**config.mk**
```make
export PLATFORM = sky130hd
export DESIGN_NAME = xor_linked_deque
export DESIGN_NICKNAME = d
export VERILOG_FILES = /design/src/hw/rtl/xld_pkg.sv /design/src/hw/rtl/xld_ctrl.sv /design/src/hw/rtl/xld_datapath.sv /design/src/hw/rtl/xor_linked_deque.sv
export SDC_FILE = /design/constraint.sdc
export NUM_CORES = 1
export LEC_CHECK = 0
export BUFFER_PORTS_ARGS = -buffer_cell sky130_fd_sc_hd__buf_4
export CELL_PAD_IN_SITES_DETAIL_PLACEMENT = 1
export CELL_PAD_IN_SITES_GLOBAL_PLACEMENT = 2
export CORE_ASPECT_RATIO = 0.5
export CORE_MARGIN = 2
export CORE_UTILIZATION = 49
export CTS_CLUSTER_DIAMETER = 60
export DETAILED_ROUTE_END_ITERATION = 8
export HOLD_SLACK_MARGIN = 0.06
export MAX_ROUTING_LAYER = met4
export PLACE_DENSITY_LB_ADDON = 0.25
export RECOVER_POWER = 25
export SLEW_MARGIN = 20
export SYNTH_ARGS = -nofsm -noshare
export SYNTH_HDL_FRONTEND = slang
export SYNTH_SLANG_ARGS = --single-unit
```
**constraint.sdc**
```tcl
create_clock -name clk_i -period 7.1 [get_ports clk_i]
set_input_delay 0.355 -clock clk_i [delete_from_list [all_inputs] [get_ports clk_i]]
set_output_delay 0.355 -clock clk_i [all_outputs]
set_load 0.02 [all_outputs]
```
**src/hw/rtl/xld_pkg.sv**
```systemverilog
// Package for the XOR-linked style deque: operation and status codes,
// default sizes and the command/status structs between controller and datapath.
// No dependencies.
package xld_pkg;

  localparam int unsigned DefaultDepth     = 16;
  localparam int unsigned DefaultDataWidth = 32;
  localparam int unsigned WordW            = 32;
  localparam int unsigned OccW             = 5;

  typedef enum logic [1:0] {
    OP_PUSH    = 2'd0,
    OP_POP     = 2'd1,
    OP_REVERSE = 2'd2,
    OP_SEARCH  = 2'd3
  } op_e;

  typedef enum logic [1:0] {
    ST_OK       = 2'd0,
    ST_EMPTY    = 2'd1,
    ST_FULL     = 2'd2,
    ST_NOTFOUND = 2'd3
  } status_e;

  typedef enum logic [1:0] {
    S_IDLE,
    S_EXEC,
    S_POPRD,
    S_SCAN
  } state_e;

  typedef struct packed {
    logic    capture;
    logic    push;
    logic    pop;
    logic    scan_start;
    logic    scan_next;
    logic    rev;
    logic    load;
    status_e load_status;
    logic    load_data;
  } cmd_t;

  typedef struct packed {
    op_e  op;
    logic empty;
    logic full;
    logic match;
    logic last;
    logic res_free;
  } stat_t;

endpackage

```
**src/hw/rtl/xld_ctrl.sv**
```systemverilog
// Controller state machine of the deque: sequences each operation.
// Depends on xld_pkg; drives commands into xld_datapath.
module xld_ctrl (
  input  logic          clk_i,
  input  logic          rst_ni,
  input  logic          in_valid_i,
  output logic          in_stall_o,
  input  xld_pkg::stat_t stat_i,
  output xld_pkg::cmd_t  cmd_o
);

  xld_pkg::state_e state_q, state_d;

  always_ff @(posedge clk_i or negedge rst_ni) begin
    if (!rst_ni) begin
      state_q <= xld_pkg::S_IDLE;
    end else begin
      state_q <= state_d;
    end
  end

  // Next state.
  always_comb begin
    state_d = state_q;
    case (state_q)
      xld_pkg::S_IDLE: begin
        if (in_valid_i) begin
          state_d = xld_pkg::S_EXEC;
        end
      end
      xld_pkg::S_EXEC: begin
        if (stat_i.res_free) begin
          case (stat_i.op)
            xld_pkg::OP_POP: begin
              state_d = stat_i.empty ? xld_pkg::S_IDLE : xld_pkg::S_POPRD;
            end
            xld_pkg::OP_SEARCH: begin
              state_d = stat_i.empty ? xld_pkg::S_IDLE : xld_pkg::S_SCAN;
            end
            default: begin
              state_d = xld_pkg::S_IDLE;
            end
          endcase
        end
      end
      xld_pkg::S_POPRD: begin
        if (stat_i.res_free) begin
          state_d = xld_pkg::S_IDLE;
        end
      end
      xld_pkg::S_SCAN: begin
        if (stat_i.res_free && (stat_i.match || stat_i.last)) begin
          state_d = xld_pkg::S_IDLE;
        end
      end
      default: begin
        state_d = xld_pkg::S_IDLE;
      end
    endcase
  end

  // Outputs.
  always_comb begin
    cmd_o = '0;
    cmd_o.load_status = xld_pkg::ST_OK;
    in_stall_o = 1'b1;
    case (state_q)
      xld_pkg::S_IDLE: begin
        in_stall_o    = 1'b0;
        cmd_o.capture = in_valid_i;
      end
      xld_pkg::S_EXEC: begin
        if (stat_i.res_free) begin
          case (stat_i.op)
            xld_pkg::OP_PUSH: begin
              cmd_o.load = 1'b1;
              if (stat_i.full) begin
                cmd_o.load_status = xld_pkg::ST_FULL;
              end else begin
                cmd_o.push = 1'b1;
              end
            end
            xld_pkg::OP_POP: begin
              if (stat_i.empty) begin
                cmd_o.load        = 1'b1;
                cmd_o.load_status = xld_pkg::ST_EMPTY;
              end else begin
                cmd_o.pop = 1'b1;
              end
            end
            xld_pkg::OP_REVERSE: begin
              cmd_o.rev  = 1'b1;
              cmd_o.load = 1'b1;
            end
            xld_pkg::OP_SEARCH: begin
              if (stat_i.empty) begin
                cmd_o.load        = 1'b1;
                cmd_o.load_status = xld_pkg::ST_NOTFOUND;
              end else begin
                cmd_o.scan_start = 1'b1;
              end
            end
            default: begin
              cmd_o.load = 1'b0;
            end
          endcase
        end
      end
      xld_pkg::S_POPRD: begin
        if (stat_i.res_free) begin
          cmd_o.load      = 1'b1;
          cmd_o.load_data = 1'b1;
        end
      end
      xld_pkg::S_SCAN: begin
        if (stat_i.res_free) begin
          if (stat_i.match) begin
            cmd_o.load      = 1'b1;
            cmd_o.load_data = 1'b1;
          end else if (stat_i.last) begin
            cmd_o.load        = 1'b1;
            cmd_o.load_status = xld_pkg::ST_NOTFOUND;
          end else begin
            cmd_o.scan_next = 1'b1;
          end
        end
      end
      default: begin
        in_stall_o = 1'b1;
      end
    endcase
  end

  // Work is only started or finished while the result register can take it.
  a_load_free: assert property (@(posedge clk_i) disable iff (!rst_ni)
    (cmd_o.load || cmd_o.push || cmd_o.rev) |-> stat_i.res_free)
    else $error("result loaded while result register busy");

  a_scan_nonempty: assert property (@(posedge clk_i) disable iff (!rst_ni)
    (state_q == xld_pkg::S_SCAN) |-> !stat_i.empty)
    else $error("scan running on an empty deque");

  a_pop_goes_read: assert property (@(posedge clk_i) disable iff (!rst_ni)
    cmd_o.pop |=> (state_q == xld_pkg::S_POPRD))
    else $error("pop did not move to read wait");

endmodule

```
**src/hw/rtl/xld_datapath.sv**
```systemverilog
// Datapath of the deque: word memory, front pointer, count, reverse flag,
// scan index, key compare and the result register. Depends on xld_pkg.
module xld_datapath #(
  parameter int unsigned DEPTH      = xld_pkg::DefaultDepth,
  parameter int unsigned DATA_WIDTH = xld_pkg::DefaultDataWidth
) (
  input  logic                             clk_i,
  input  logic                             rst_ni,
  input  logic [1:0]                       func_i,
  input  logic                             at_tail_i,
  input  logic [xld_pkg::WordW-1:0]        value_i,
  input  logic [xld_pkg::WordW-1:0]        search_key_i,
  input  xld_pkg::cmd_t                    cmd_i,
  output xld_pkg::stat_t                   stat_o,
  output logic                             out_valid_o,
  input  logic                             out_stall_i,
  output logic [1:0]                       status_o,
  output logic [xld_pkg::WordW-1:0]        result_value_o,
  output logic [xld_pkg::OccW-1:0]         occupancy_o
);

  localparam int unsigned AW = $clog2(DEPTH);
  localparam int unsigned CW = $clog2(DEPTH + 1);
  localparam logic [AW:0] DepthW   = (AW + 1)'(DEPTH);
  localparam logic [CW-1:0] DepthC = CW'(DEPTH);

  logic [DATA_WIDTH-1:0] mem [DEPTH];

  logic [AW-1:0]         front_q, front_d;
  logic [CW-1:0]         count_q, count_d;
  logic                  rev_q;
  logic [AW-1:0]         idx_q;
  xld_pkg::op_e          op_q;
  logic                  back_q;
  logic [DATA_WIDTH-1:0] val_q, key_q, rdata_q;
  logic                  out_valid_q;
  xld_pkg::status_e      status_q;
  logic [xld_pkg::WordW-1:0] result_q;
  logic [xld_pkg::OccW-1:0]  occ_q;

  logic [63:0]           val_ext, key_ext, rd_ext;
  logic [15:0]           occ_ext;
  logic [AW:0]           count_w, scan_off, next_idx_w;
  logic [AW-1:0]         front_dec, front_inc, wr_addr, rd_addr;
  logic                  rd_en;

  // Physical slot of a logical offset from the front entry.
  function automatic logic [AW-1:0] slot(input logic [AW-1:0] front, input logic [AW:0] off);
    logic [AW:0] sum;
    sum = {1'b0, front} + off;
    if (sum >= DepthW) begin
      sum = sum - DepthW;
    end
    return sum[AW-1:0];
  endfunction

  assign val_ext = {32'b0, value_i};
  assign key_ext = {32'b0, search_key_i};
  assign count_w = (AW + 1)'(count_q);

  assign front_dec = (front_q == '0) ? AW'(DEPTH - 1) : front_q - AW'(1);
  assign front_inc = slot(front_q, (AW + 1)'(1));

  // A scan in reversed order walks from the physical back toward the front.
  always_comb begin
    next_idx_w = cmd_i.scan_start ? '0 : {1'b0, idx_q} + (AW + 1)'(1);
    scan_off   = rev_q ? (count_w - (AW + 1)'(1) - next_idx_w) : next_idx_w;
  end

  always_comb begin
    wr_addr = back_q ? slot(front_q, count_w) : front_dec;
    rd_en   = cmd_i.pop || cmd_i.scan_start || cmd_i.scan_next;
    if (cmd_i.pop) begin
      rd_addr = back_q ? slot(front_q, count_w - (AW + 1)'(1)) : front_q;
    end else begin
      rd_addr = slot(front_q, scan_off);
    end
  end

  always_comb begin
    front_d = front_q;
    count_d = count_q;
    if (cmd_i.push) begin
      count_d = count_q + CW'(1);
      if (!back_q) begin
        front_d = front_dec;
      end
    end else if (cmd_i.pop) begin
      count_d = count_q - CW'(1);
      if (!back_q) begin
        front_d = front_inc;
      end
    end
  end

  always_ff @(posedge clk_i) begin
    if (cmd_i.push) begin
      mem[wr_addr] <= val_q;
    end
    if (rd_en) begin
      rdata_q <= mem[rd_addr];
    end
  end

  always_ff @(posedge clk_i or negedge rst_ni) begin
    if (!rst_ni) begin
      front_q <= '0;
      count_q <= '0;
      rev_q   <= 1'b0;
    end else begin
      front_q <= front_d;
      count_q <= count_d;
      if (cmd_i.rev) begin
        rev_q <= !rev_q;
      end
    end
  end

  // Captured item and scan position.
  always_ff @(posedge clk_i) begin
    if (cmd_i.capture) begin
      op_q   <= xld_pkg::op_e'(func_i);
      back_q <= at_tail_i ^ rev_q;
      val_q  <= val_ext[DATA_WIDTH-1:0];
      key_q  <= key_ext[DATA_WIDTH-1:0];
    end
    if (cmd_i.scan_start || cmd_i.scan_next) begin
      idx_q <= next_idx_w[AW-1:0];
    end
  end

  assign rd_ext  = 64'(rdata_q);
  assign occ_ext = 16'(count_d);

  always_ff @(posedge clk_i or negedge rst_ni) begin
    if (!rst_ni) begin
      out_valid_q <= 1'b0;
    end else if (cmd_i.load) begin
      out_valid_q <= 1'b1;
    end else if (!out_stall_i) begin
      out_valid_q <= 1'b0;
    end
  end

  always_ff @(posedge clk_i) begin
    if (cmd_i.load) begin
      status_q <= cmd_i.load_status;
      result_q <= cmd_i.load_data ? rd_ext[xld_pkg::WordW-1:0] : '0;
      occ_q    <= occ_ext[xld_pkg::OccW-1:0];
    end
  end

  assign stat_o.op       = op_q;
  assign stat_o.empty    = (count_q == '0);
  assign stat_o.full     = (count_q == DepthC);
  assign stat_o.match    = (rdata_q == key_q);
  assign stat_o.last     = ((AW + 1)'(idx_q) == count_w - (AW + 1)'(1));
  assign stat_o.res_free = !out_valid_q || !out_stall_i;

  assign out_valid_o    = out_valid_q;
  assign status_o       = status_q;
  assign result_value_o = result_q;
  assign occupancy_o    = occ_q;

  a_count_range: assert property (@(posedge clk_i) disable iff (!rst_ni)
    count_q <= DepthC)
    else $error("entry count beyond depth");

  a_push_not_full: assert property (@(posedge clk_i) disable iff (!rst_ni)
    cmd_i.push |-> (count_q != DepthC))
    else $error("push into a full deque");

  a_pop_not_empty: assert property (@(posedge clk_i) disable iff (!rst_ni)
    cmd_i.pop |-> (count_q != '0))
    else $error("pop from an empty deque");

  a_push_count: assert property (@(posedge clk_i) disable iff (!rst_ni)
    cmd_i.push |=> (count_q == $past(count_q) + CW'(1)))
    else $error("push did not grow the count by one");

endmodule

```
**src/hw/rtl/xor_linked_deque.sv**
```systemverilog
// Top level of the bounded deque with push, pop, reverse and search.
// Depends on xld_pkg, xld_ctrl and xld_datapath.
//
//  channel | handshake              | payload
//  --------+------------------------+------------------------------------------
//  input   | in_valid_i / in_stall_o | func_i, at_tail_i, value_i, search_key_i
//  output  | out_valid_o / out_stall_i | status_o, result_value_o, occupancy_o
//
// Push, reverse, pop on empty and search on empty: capture, then execute.
// Pop adds a read step; a search of a nonempty deque adds a compare per entry.
// Single read port: one entry is read per cycle unless a waiting result stalls.
// Reset clears count, front pointer and reverse flag; the memory is not cleared.
// The result register frees the input side: a new item is taken while a result waits.
// While a result waits on a stalled output, the next item holds in its current step.
module xor_linked_deque #(
  parameter int unsigned DEPTH      = xld_pkg::DefaultDepth,
  parameter int unsigned DATA_WIDTH = xld_pkg::DefaultDataWidth
) (
  input  logic                      clk_i,
  input  logic                      rst_ni,
  input  logic                      in_valid_i,
  output logic                      in_stall_o,
  input  logic [1:0]                func_i,
  input  logic                      at_tail_i,
  input  logic [xld_pkg::WordW-1:0] value_i,
  input  logic [xld_pkg::WordW-1:0] search_key_i,
  output logic                      out_valid_o,
  input  logic                      out_stall_i,
  output logic [1:0]                status_o,
  output logic [xld_pkg::WordW-1:0] result_value_o,
  output logic [xld_pkg::OccW-1:0]  occupancy_o
);

  xld_pkg::cmd_t  cmd;
  xld_pkg::stat_t stat;

  xld_ctrl u_ctrl (
    .clk_i      (clk_i),
    .rst_ni     (rst_ni),
    .in_valid_i (in_valid_i),
    .in_stall_o (in_stall_o),
    .stat_i     (stat),
    .cmd_o      (cmd)
  );

  xld_datapath #(
    .DEPTH      (DEPTH),
    .DATA_WIDTH (DATA_WIDTH)
  ) u_datapath (
    .clk_i          (clk_i),
    .rst_ni         (rst_ni),
    .func_i         (func_i),
    .at_tail_i      (at_tail_i),
    .value_i        (value_i),
    .search_key_i   (search_key_i),
    .cmd_i          (cmd),
    .stat_o         (stat),
    .out_valid_o    (out_valid_o),
    .out_stall_i    (out_stall_i),
    .status_o       (status_o),
    .result_value_o (result_value_o),
    .occupancy_o    (occupancy_o)
  );

endmodule

```
# Word-level counts from Yosys, hierarchy flattened
# Memories as Yosys holds them, arrays and structs flattened. A register that Yosys moved wholly into a read port is not among the register bits.
# Index checks and enable logic that the tools add are counted.
[word_totals] ff_bits=123 ram_bits=512 wordCells=122 memories=1
[memory_table] memory="u_datapath.mem" depth=16 word_bits=32 rd=1 rd_clocked_by_memory_dff=1 write_ports=1 line_no="xld_datapath.sv:27" source="logic [DATA_WIDTH-1:0] mem [DEPTH];"
[op_classes] n_addsub=13 n_lt_le_gt_ge=4 n_eq_ne=14 mux=58 n_bitwise=2 n_reduce_logical=17
[ops] cell="4-bit 2-to-1 mux" n=14
[ops] cell="32-bit equality test" n=1
[ops] cell="5-bit >= comparator (second input constant)" n=4
[ops] cell="1-bit 2-to-1 mux" n=20
[ops] cell="5-bit 2-to-1 mux" n=4
[ops] cell="4-bit by 1-bit subtractor with 4-bit output (second input constant)" n=5
[ops] cell="2-bit 2-to-1 mux" n=8
[ops] cell="4-bit by 5-bit adder with 5-bit output" n=3
[ops] cell="3-bit 2-to-1 mux" n=5
[ops] cell="4-bit by 1-bit adder with 5-bit output (second input constant)" n=2
[ops] cell="2-bit equality test (second input constant)" n=4
[ops] cell="2-bit by 1-bit inequality test with 1-bit output (second input constant)" n=4
[ops] cell="2-bit case mux with 2 select lines" n=2
[ops] cell="2-bit case mux with 4 select lines" n=1
[ops] cell="1-bit case mux with 3 select lines" n=2
[ops] cell="2-bit case mux with 3 select lines" n=1
[ops] cell="5-bit by 1-bit adder with 5-bit output (second input constant)" n=1
[ops] cell="4-bit by 5-bit equality test with 1-bit output" n=1
[ops] cell="5-bit equality test (second input constant)" n=1
[ops] cell="5-bit zero test" n=1
[ops] cell="1-bit logical OR" n=5
[ops] cell="5-bit by 1-bit subtractor with 5-bit output (second input constant)" n=1
[ops] cell="5-bit subtractor" n=1
[ops] cell="2-bit by 1-bit equality test with 1-bit output (second input constant)" n=2
[ops] cell="12 further kinds" n=15

# Longest topological paths before layout
# Gate-level depths: netlist of run 1.
[logic_depth] ltp_word=12 mapped_depth=21

# Modules after synthesis
# From an unflattened synthesis of run 1, not the netlist that was laid out.
[hier_totals] hier_cells=1229 hier_area_um2=26133.8
[modules_own_cells] mod="xld_datapath" n_inst=1 cells_per_inst=1196 area_per_inst_um2=25892.3 seq_area_each_um2=19914.1
[modules_own_cells] mod="xld_ctrl" n_inst=1 cells_per_inst=33 area_per_inst_um2=241.5 seq_area_each_um2=50.0

# Least setup slack after synthesis of run 1
# OpenSTA, ideal clock, no wires.
[synth_timing] path_kind="reg-to-reg" startpoint="register u_datapath.count_q[0]" endpoint="register u_datapath.rdata_q[10], read port of u_datapath.mem, data pin" t_arrival_ns=4.320 required_ns=6.840 setup_slack_ns=2.520 stages_incl_launch_ff=18 n_path_buf=1 synth_period_minus_slack_ns=4.580 path_cell_list="dfrtp_1 > inv_1 > ha_1 > or4b_4 > nand4_1 > nor2_1 > nor2_1 > ha_1 > fa_1 > mux2i_1 > ha_1 > a21o_1 > a21oi_1 > xor3_1 > o21bai_1 > xor2_2 > buf_6 > mux2_4"
[synth_via] elab_chain_len=12 elab_cells_between_ends=27 cone_classes="6 x add/sub; 2 x order compare; 1 x eq/ne; 15 x mux; 3 x reduce/logical"
[synth_rtl] item="start: declaration" line_no="xld_datapath.sv:30" source="logic [CW-1:0] count_q, count_d;"
[synth_rtl] item="start signal: assignment" line_no="xld_datapath.sv:112" source="count_q <= count_d;"
[synth_rtl] item="5-bit zero test *" line_no="xld_datapath.sv:154" source="assign stat_o.empty = (count_q == '0);"
[synth_rtl] item="1-bit 2-to-1 mux *" line_no="xld_ctrl.sv:96" source="if (stat_i.empty) begin"
[synth_rtl] item="1-bit 2-to-1 mux *" line_no="xld_ctrl.sv:74" source="case (stat_i.op)"
[synth_rtl] item="3-bit 2-to-1 mux *" line_no="xld_ctrl.sv:73" source="if (stat_i.res_free) begin"
[synth_rtl] item="3-bit 2-to-1 mux *" line_no="xld_ctrl.sv:67" source="case (state_q)"
[synth_rtl] item="5-bit 2-to-1 mux *" line_no="xld_datapath.sv:66" source="next_idx_w = cmd_i.scan_start ? '0 : {1'b0, idx_q} + (AW + 1)'(1);"
[synth_rtl] item="net u_datapath.next_idx_w[0]" line_no="xld_datapath.sv:43" source="logic [AW:0] count_w, scan_off, next_idx_w;"
[synth_rtl] item="5-bit subtractor" line_no="xld_datapath.sv:67" source="scan_off = rev_q ? (count_w - (AW + 1)'(1) - next_idx_w) : next_idx_w;"
[synth_rtl] item="5-bit 2-to-1 mux *" line_no="xld_datapath.sv:67"
[synth_rtl] item="4-bit by 5-bit adder with 5-bit output *" line_no="xld_datapath.sv:50" source="sum = {1'b0, front} + off;"
[synth_rtl] item="4-bit by 1-bit subtractor with 4-bit output or 5-bit >= comparator (tied branches)" line_no="xld_datapath.sv:52, xld_datapath.sv:51"
[synth_rtl] item="4-bit 2-to-1 mux *" line_no="xld_datapath.sv:51" source="if (sum >= DepthW) begin"
[synth_rtl] item="4-bit 2-to-1 mux *" line_no="xld_datapath.sv:73" source="if (cmd_i.pop) begin"
[synth_rtl] item="end: declaration" line_no="xld_datapath.sv:35" source="logic [DATA_WIDTH-1:0] val_q, key_q, rdata_q;"
# Mark *: on every way through the listed nets, which the timed path passes. The rest lies on a longest branch.
# A chain may end at the register's enable or synchronous reset.

# Worst setup path in the final report of run 1
[layout_timing] startpoint="register u_datapath.count_q[0]" endpoint="register u_datapath.rdata_q[17], read port of u_datapath.mem, data pin"
# Same word-level chain as after synthesis.

==> qor.yml, run 1 <==
run_status:
  status: "finished, final reports clean"
synth:
  synth-main-ff-cell: "edfxtp_1"
  synth_seq_area_share_pct: 71.9
  syn_area_um2: 27800
  synth_edf_count: 654
  syn_nets: 1938
  synthCells: 1844
  synth.ff_latch_count: 667
  postSynth.asyncResetShare_pct: 1.95
  yosysTopAreaCellShare_pct: 70.8
  synth.avg_cell_area_um2: 15.1
  netlist_top_cells_area: "edfxtp_1, o32ai_1, a211oi_1"
  synth_cell_type_count: 55
  yosysWarnings: 0
  yosys.area.top_type: "edfxtp_1"
cts:
  path_clk_slew_ns: 0.06
  htree_levels: 2
  cts_buffers: 58
  cts_buffer_depth: 3
  cts_root_buf: "clkbuf_16"
  ctsResizeCount: 0
  insertion_delay_ns: 0.63
  tritoncts: "built"
  clkSinkCount: 667
worst_setup_path:
  cp_max_fo: 33
  cp-start-kind: "flip-flop"
  worstPathArrival_ns: 6.45
  cp-end-kind: "flip-flop"
  required_ns: 7.58
  path_class: "reg -> reg"
cells_and_area:
  drive_gt1_share_pct: 13.3
  design_area_um2: 31800
  final_common_cell: "edfxtp_1"
  area.growth.synth_to_final_pct: 14.4
  mostFrequentLayoutCells: "edfxtp_1, and3_1, o32ai_1"
  finalNonFillerCells: 2776
  nets: 2075
grt:
  antenna_found_initial: 0
  grt_overflow: 0
  track_usage_pct: 27.1
  grt_max_degree: 209
  grt_pass1_wl_um: 114000
  grt_pass1_vias: 17290
timing:
  fmaxAchievable_mhz: 167
  relSlewSlack_pct: 27.5
  fin_crit_sh_pct: 84.1
  setup_tns_ns: 0
  fin_skew_ns: 0.0282
  fin_crit_ns: 5.97
  setup_viol: 0
  rsz0062_at_grt: "no"
  hold_viol: 0
  worst_pin_slew_ns: 1.09
  drv_slew: 0
route:
  vias_per_cell: 6.17
  drt_first_iter_violations: 1910
  wire_per_inst_um: 27.9
  vias: 17141
  drt-total-wl_um: 77500
  dr.pass1.iters: 6
  ant_nets: 0
  drc: 0
die:
  rows: 61
  core_um2: 55800
  initial_core_util_pct: 49.7
  ios: 112
  die_w_um: 341
  die_h_um: 172
  dieArea_um2: 58700
placed_design:
  port_buffers: 111
  placed_area_um2: 29500
  dp_hpwl_um: 43400
  place.gp.congestion: 0.796
  place_inst: 2608
min_path:
  hp-class: "in -> reg"
flow_run:
  max_cap_viol_count: 0
==> logic make-up (layout without fill, tap and decap cells) <==
group / Yosys count / count (layout) / synth area share [%]
mux: 35 / 35 / 1.82
xor+xnor: 58 / 58 / 1.91
other cells: 0 / 2 / 0
buf+inv: 218 / 392 / 3.19
flops: 667 / 667 / 71.9
fa+ha+maj: 23 / 23 / 1.15
simple gates: 338 / 338 / 6.46
compound gates: 505 / 505 / 13.5
==> cell usage after synthesis (10+ instances only) <==
library cell  count
edfxtp_1        654
and3_1          129
o32ai_1         129
a211oi_1        128
a21boi_0        123
clkbuf_1        105
nand2_1         103
inv_1            79
a21oi_1          78
xnor2_1          46
and2_1           35
mux2_4           30
nor2_1           29
buf_2            24
ha_1             19
dfrtp_1          13
nand3_1          11
nand4_1          11
o21ai_0          11
xor2_1           10
==> metrics by stage <==
step / setup WS [ns] / util [%] / hold WS [ns]
floorplan: 2.52 / - / 0.0594
global placement: 1.36 / 52.8 / 0.223
global route: 0.691 / 56.9 / 0.162
CTS: 1.14 / 57.0 / 0.103
detailed placement: 1.16 / 52.8 / 0.220
finish: 1.13 / 56.9 / 0.151
==> final cells by class <==
cell class                      count  area, µm²
Fill cell                        5205      24000
Tap cell                          756        946
Clock buffer                       78       1530
Timing Repair Buffer              216       1800
Antenna cell                        2       5.00
Inverter                           79        297
Sequential cell                   667      20000
Clock inverter                     19       90.1
Multi-Input combinational cell    959       7140
==> flip-flops by register name (all words and copies together), names as in the netlist, 2 cells and up <==
register	count
u_datapath.status_o	2
u_datapath.result_value_o	32
u_datapath.rdata_q	32
u_datapath.idx_q	4
u_datapath.occupancy_o	5
u_datapath.front_q	4
u_datapath.mem	512
u_datapath.count_q	5
u_datapath.key_q	32
u_datapath.op_q	2
u_datapath.val_q	32
u_ctrl.state_q	2
==> worst paths after layout <==
path | startpoint | endpoint | slack, ns | depth (start not counted)
setup / recovery | u_datapath.count_q[0]$_DFF_PN0_ | u_datapath.rdata_q[17]$_DFFE_PP_ | 1.13 | 16
hold / removal | out_stall_i | u_datapath.out_valid_o$_DFFE_PN0P_ | 0.15 | 3
setup reg to reg | u_datapath.count_q[0]$_DFF_PN0_ | u_datapath.rdata_q[17]$_DFFE_PP_ | 1.13 | 16
hold reg to reg | u_datapath.rdata_q[4]$_DFFE_PP_ | u_datapath.result_value_o[4]$_SDFFCE_PN0P_ | 0.60 | 1
max in group asynchronous | rst_ni | u_datapath.count_q[2]$_DFF_PN0_ | 6.22 | 2
min in group asynchronous | rst_ni | u_datapath.front_q[3]$_DFFE_PN0P_ | 0.37 | 2
==> critical path, stage by stage, from the launching register on <==
cell,delay [ns]
dfrtp_1,0.49
inv_1,0.16
ha_1,0.28
or4b_4,0.23
nand4_1,0.37
nor2_1,0.41
nor2_1,0.11
ha_1,0.23
fa_1,0.46
mux2i_1,0.23
inv_1,0.09
fa_1,0.62
o31a_2,0.84
buf_4,0.55
a211oi_1,0.12
a211oi_1,0.42
mux2_4,0.23
==> layer usage <==
metal / vias to the layer above / global-route usage (%) / routed length [µm]
li1: 7482 / - / -
met1: 8860 / 38.5 / 34500
met2: 698 / 40.8 / 34400
met3: 101 / 5.57 / 7340
met4: 0 / 5.82 / 1170
met5: - / - / 0
==> what timing repair did <==
action	CTS	global route
hold buffers	68	0
buffers inserted	0	0
endpoints found under the hold margin	80	0
setup endpoints to repair	0	0
Power of run 1 is left out: the tool's default activity adds up to more than one toggle a clock period on the data nets, which glitch-free logic cannot reach.
==> run 2: changes to the inputs <==
--- a/config.mk
+++ b/config.mk
@@ -5,12 +5,13 @@
 export SDC_FILE = /design/constraint.sdc
 export NUM_CORES = 1
 export LEC_CHECK = 0
+export ABC_AREA = 1
 export BUFFER_PORTS_ARGS = -buffer_cell sky130_fd_sc_hd__buf_4
 export CELL_PAD_IN_SITES_DETAIL_PLACEMENT = 1
 export CELL_PAD_IN_SITES_GLOBAL_PLACEMENT = 2
 export CORE_ASPECT_RATIO = 0.5
 export CORE_MARGIN = 2
-export CORE_UTILIZATION = 49
+export CORE_UTILIZATION = 42
 export CTS_CLUSTER_DIAMETER = 60
 export DETAILED_ROUTE_END_ITERATION = 8
 export HOLD_SLACK_MARGIN = 0.06
==> constraint.sdc (replaced) <==
create_clock -name clk_i -period 6.2 [get_ports clk_i]
set_input_delay 0.31 -clock clk_i [delete_from_list [all_inputs] [get_ports clk_i]]
set_output_delay 0.31 -clock clk_i [all_outputs]
set_load 0.02 [all_outputs]
==> run 2 against run 1 <==
  * Routed wire length increased by 9.8%
  * Setup slack better by 0.088 ns
  * Via count increased by 15%
  * Critical endpoint is now u_datapath.rdata_q[16]$_DFFE_PP_
  * Die area increased by 22%
  * Flip-flop and latch count did not move
  * Count of clock-buffer cells in the layout is 3 lower
  * Global-route usage is 2.4 points lower
  * Fmax increased by 20%
  * Register-to-register slack better by 0.09 ns
  * Critical path depth grew 6
  * Non-clock buffer count increased by 5
  * Synthesized area up 4.8%
==> qor.yml, run 2 <==
route:
  drt-total-wl_um: 85100  # +9.8%
  drc: 0  # unchanged
  vias_per_cell: 5.22  # -15%
  ant_nets: 0  # unchanged
  dr.pass1.iters: 5  # -1
  vias: 19759  # +15%
  drt_first_iter_violations: 1577  # -17%
  wire_per_inst_um: 22.5  # -19%
timing:
  setup_viol: 0  # unchanged
  fin_crit_ns: 4.99  # -0.988 ns
  fmaxAchievable_mhz: 201  # +20%
  fin_skew_ns: 0.0162  # -0.0120 ns
  drv_slew: 0  # unchanged
  hold_viol: 0  # unchanged
  relSlewSlack_pct: 27.5  # about the same
  fin_crit_sh_pct: 80.4  # -3.7 points
  setup_tns_ns: 0  # unchanged
  rsz0062_at_grt: "no"
  worst_pin_slew_ns: 1.09  # -0.000388 ns
die:
  dieArea_um2: 71500  # +22%
  die_w_um: 376  # +10%
  initial_core_util_pct: 42.3  # -7.4 points
  core_um2: 68700  # +23%
  rows: 68  # +11%
  ios: 112  # unchanged
  die_h_um: 190  # +10%
cts:
  ctsResizeCount: 0  # unchanged
  path_clk_slew_ns: 0.07  # about the same
  tritoncts: "built"
  insertion_delay_ns: 0.65  # +0.02 ns
  post-cts-setup-buffer-count: 0  # unchanged
  cts_buffers: 61  # +5.2%
  htree_levels: 2  # unchanged
  clkSinkCount: 667  # unchanged
  cts_root_buf: "clkbuf_16"
  cts_buffer_depth: 3  # unchanged
cells_and_area:
  drive_gt1_share_pct: 9.65  # -3.7 points
  nets: 2914  # +40%
  regMostFlops: "u_datapath.mem"
  area.growth.synth_to_final_pct: 14.8
  design_area_um2: 33400  # +5.1%
  final_common_cell: "nand2_1"
  mostFrequentLayoutCells: "nand2_1, edfxtp_1, nand3_1"
  fillers: 7358  # +41%
  largest_reg_flops: 512  # unchanged
flow_run:
  max_cap_viol_count: 0  # unchanged
placed_design:
  placed_area_um2: 30700  # +4.3%
  dp_hpwl_um: 46600  # +7.3%
  port_buffers: 111  # unchanged
  place.gp.congestion: 0.784  # -1.6%
worst_setup_path:
  path_class: "reg -> reg"
  required_ns: 6.71  # -0.87 ns
  cp_max_fo: 88  # +170%
  cp-start-kind: "flip-flop"
  worstPathArrival_ns: 5.50  # -0.95 ns
  cp-end-kind: "flip-flop"
grt:
  track_usage_pct: 24.7  # -2.4 points
  grt_pass1_vias: 20216  # +17%
  grt_max_degree: 173  # -17%
  grt_overflow: 0  # unchanged
  antenna_found_initial: 3  # +3
  grt_pass1_wl_um: 127000  # +12%
synth:
  postSynth.asyncResetShare_pct: 1.95  # unchanged
  synth-main-ff-cell: "edfxtp_1"
  yosys.area.top_type: "edfxtp_1"
  syn_area_um2: 29100  # +4.8%
  synth.avg_cell_area_um2: 10.9  # -28%
  syn_nets: 2771  # +43%
  synth.ff_latch_count: 667  # unchanged
  synth_cell_type_count: 36  # -35%
  synth.most_common_cell: "nand2_1"
  synthCells: 2677  # +45%
  yosysWarnings: 0  # unchanged
  yosysTopAreaCellShare_pct: 67.5  # -3.2 points
  synth_edf_count: 654  # unchanged
  netlist_top_cells_area: "edfxtp_1, nand2_1, nand3_1"
  ys_top_cells_by_count: "nand2_1, edfxtp_1, nand3_1, inv_1, buf_2"
  synth_seq_area_share_pct: 68.6  # -3.3 points
min_path:
  hp-class: "in -> reg"
run_status:
  status: "finished, final reports clean"
[run 2: cell types whose count changed after synthesis, sizes merged, moves of 54 or more]
cell    change
a211oi    -128
a21boi    -128
a21oi      -73
and3      -129
buf        +99
clkbuf     -97
inv        +70
nand2    +1054
nand3     +280
nand3b     +64
nor2       +54
o32ai     -129
[run 2: worst max-delay path, cell delays in order, from the launching register on]
cell and delay, ns:
dfrtp_1 0.45, inv_1 0.25, ha_1 0.24, nand3_2 0.15, nand4_1 0.18, inv_1 0.11
nor2_1 0.18, ha_1 0.23, fa_1 0.42, or2_2 0.29, o21ai_0 0.12, inv_1 0.09
fa_1 0.43, inv_1 0.11, o21ai_4 0.10, inv_6 0.65, buf_12 0.33, nand2_1 0.09
nand2_1 0.07, nand2_1 0.05, nand2_1 0.09, nand2_1 0.05, nand2_1 0.10
[run 2: kinds of logic (layout without fill, tap and decap cells)]
group / Yosys count / after routing / synth area share, %
compound gates: 42 / 42 / 0.903
xor+xnor: 37 / 37 / 1.11
fa+ha+maj: 23 / 23 / 1.09
buf+inv: 291 / 483 / 4.90
flops: 667 / 667 / 68.6
other cells: 0 / 3 / 0
simple gates: 1617 / 1617 / 23.3
[run 2: worst paths after layout]
check	endpoint	cells after the start	slack [ns]	start
setup / recovery	u_datapath.rdata_q[16]$_DFFE_PP_	22	1.21	u_datapath.count_q[0]$_DFF_PN0_
hold / removal	u_ctrl.state_q[0]$_DFFE_PN0P_	5	0.14	in_valid_i
setup reg to reg	u_datapath.rdata_q[16]$_DFFE_PP_	22	1.21	u_datapath.count_q[0]$_DFF_PN0_
hold reg to reg	u_ctrl.state_q[1]$_DFFE_PN0P_	2	0.59	u_ctrl.state_q[1]$_DFFE_PN0P_
max in group asynchronous	u_ctrl.state_q[0]$_DFFE_PN0P_	3	4.89	rst_ni
min in group asynchronous	u_datapath.front_q[2]$_DFFE_PN0P_	3	0.82	rst_ni
[run 2: metal layers]
layer / vias to the layer above / global-route usage, % / share of wire [%]
met4: 0 / 5.32 / 1.8
met3: 102 / 3.34 / 5.4
met2: 422 / 37.7 / 45
met5: - / - / 0
li1: 9216 / - / -
met1: 10019 / 35.5 / 48
[run 2: through the flow]
step / util, % / cells / hold slack [ns] / setup slack, ns
floorplan: - / 2677 / 0.0144 / 2.33
global placement: 44.7 / 3596 / 0.185 / 1.37
detailed placement: 44.7 / 3596 / 0.186 / 1.23
CTS: 48.6 / 3778 / 0.111 / 1.19
global route: 48.6 / 3780 / 0.166 / 0.755
finish: 48.6 / 3782 / 0.138 / 1.21
[run 2: area by class of cell]
class	count	area, µm²	area share, %
diodes	3	7.51	0.0225
clock buffers	75	1600	4.79
clock inverters	37	332	0.993
inverters	150	571	1.71
multi-input cells	1719	7870	23.6
flip-flops and latches	667	20000	59.8
well taps	910	1140	3.41
repair buffers	221	1910	5.71
[run 2: repair_timing]
item	in CTS	in global routing
endpoints found under the hold margin	81	0
hold buffers	70	0
endpoints found under the setup margin	0	0
Power of run 2 is left out for the same reason.
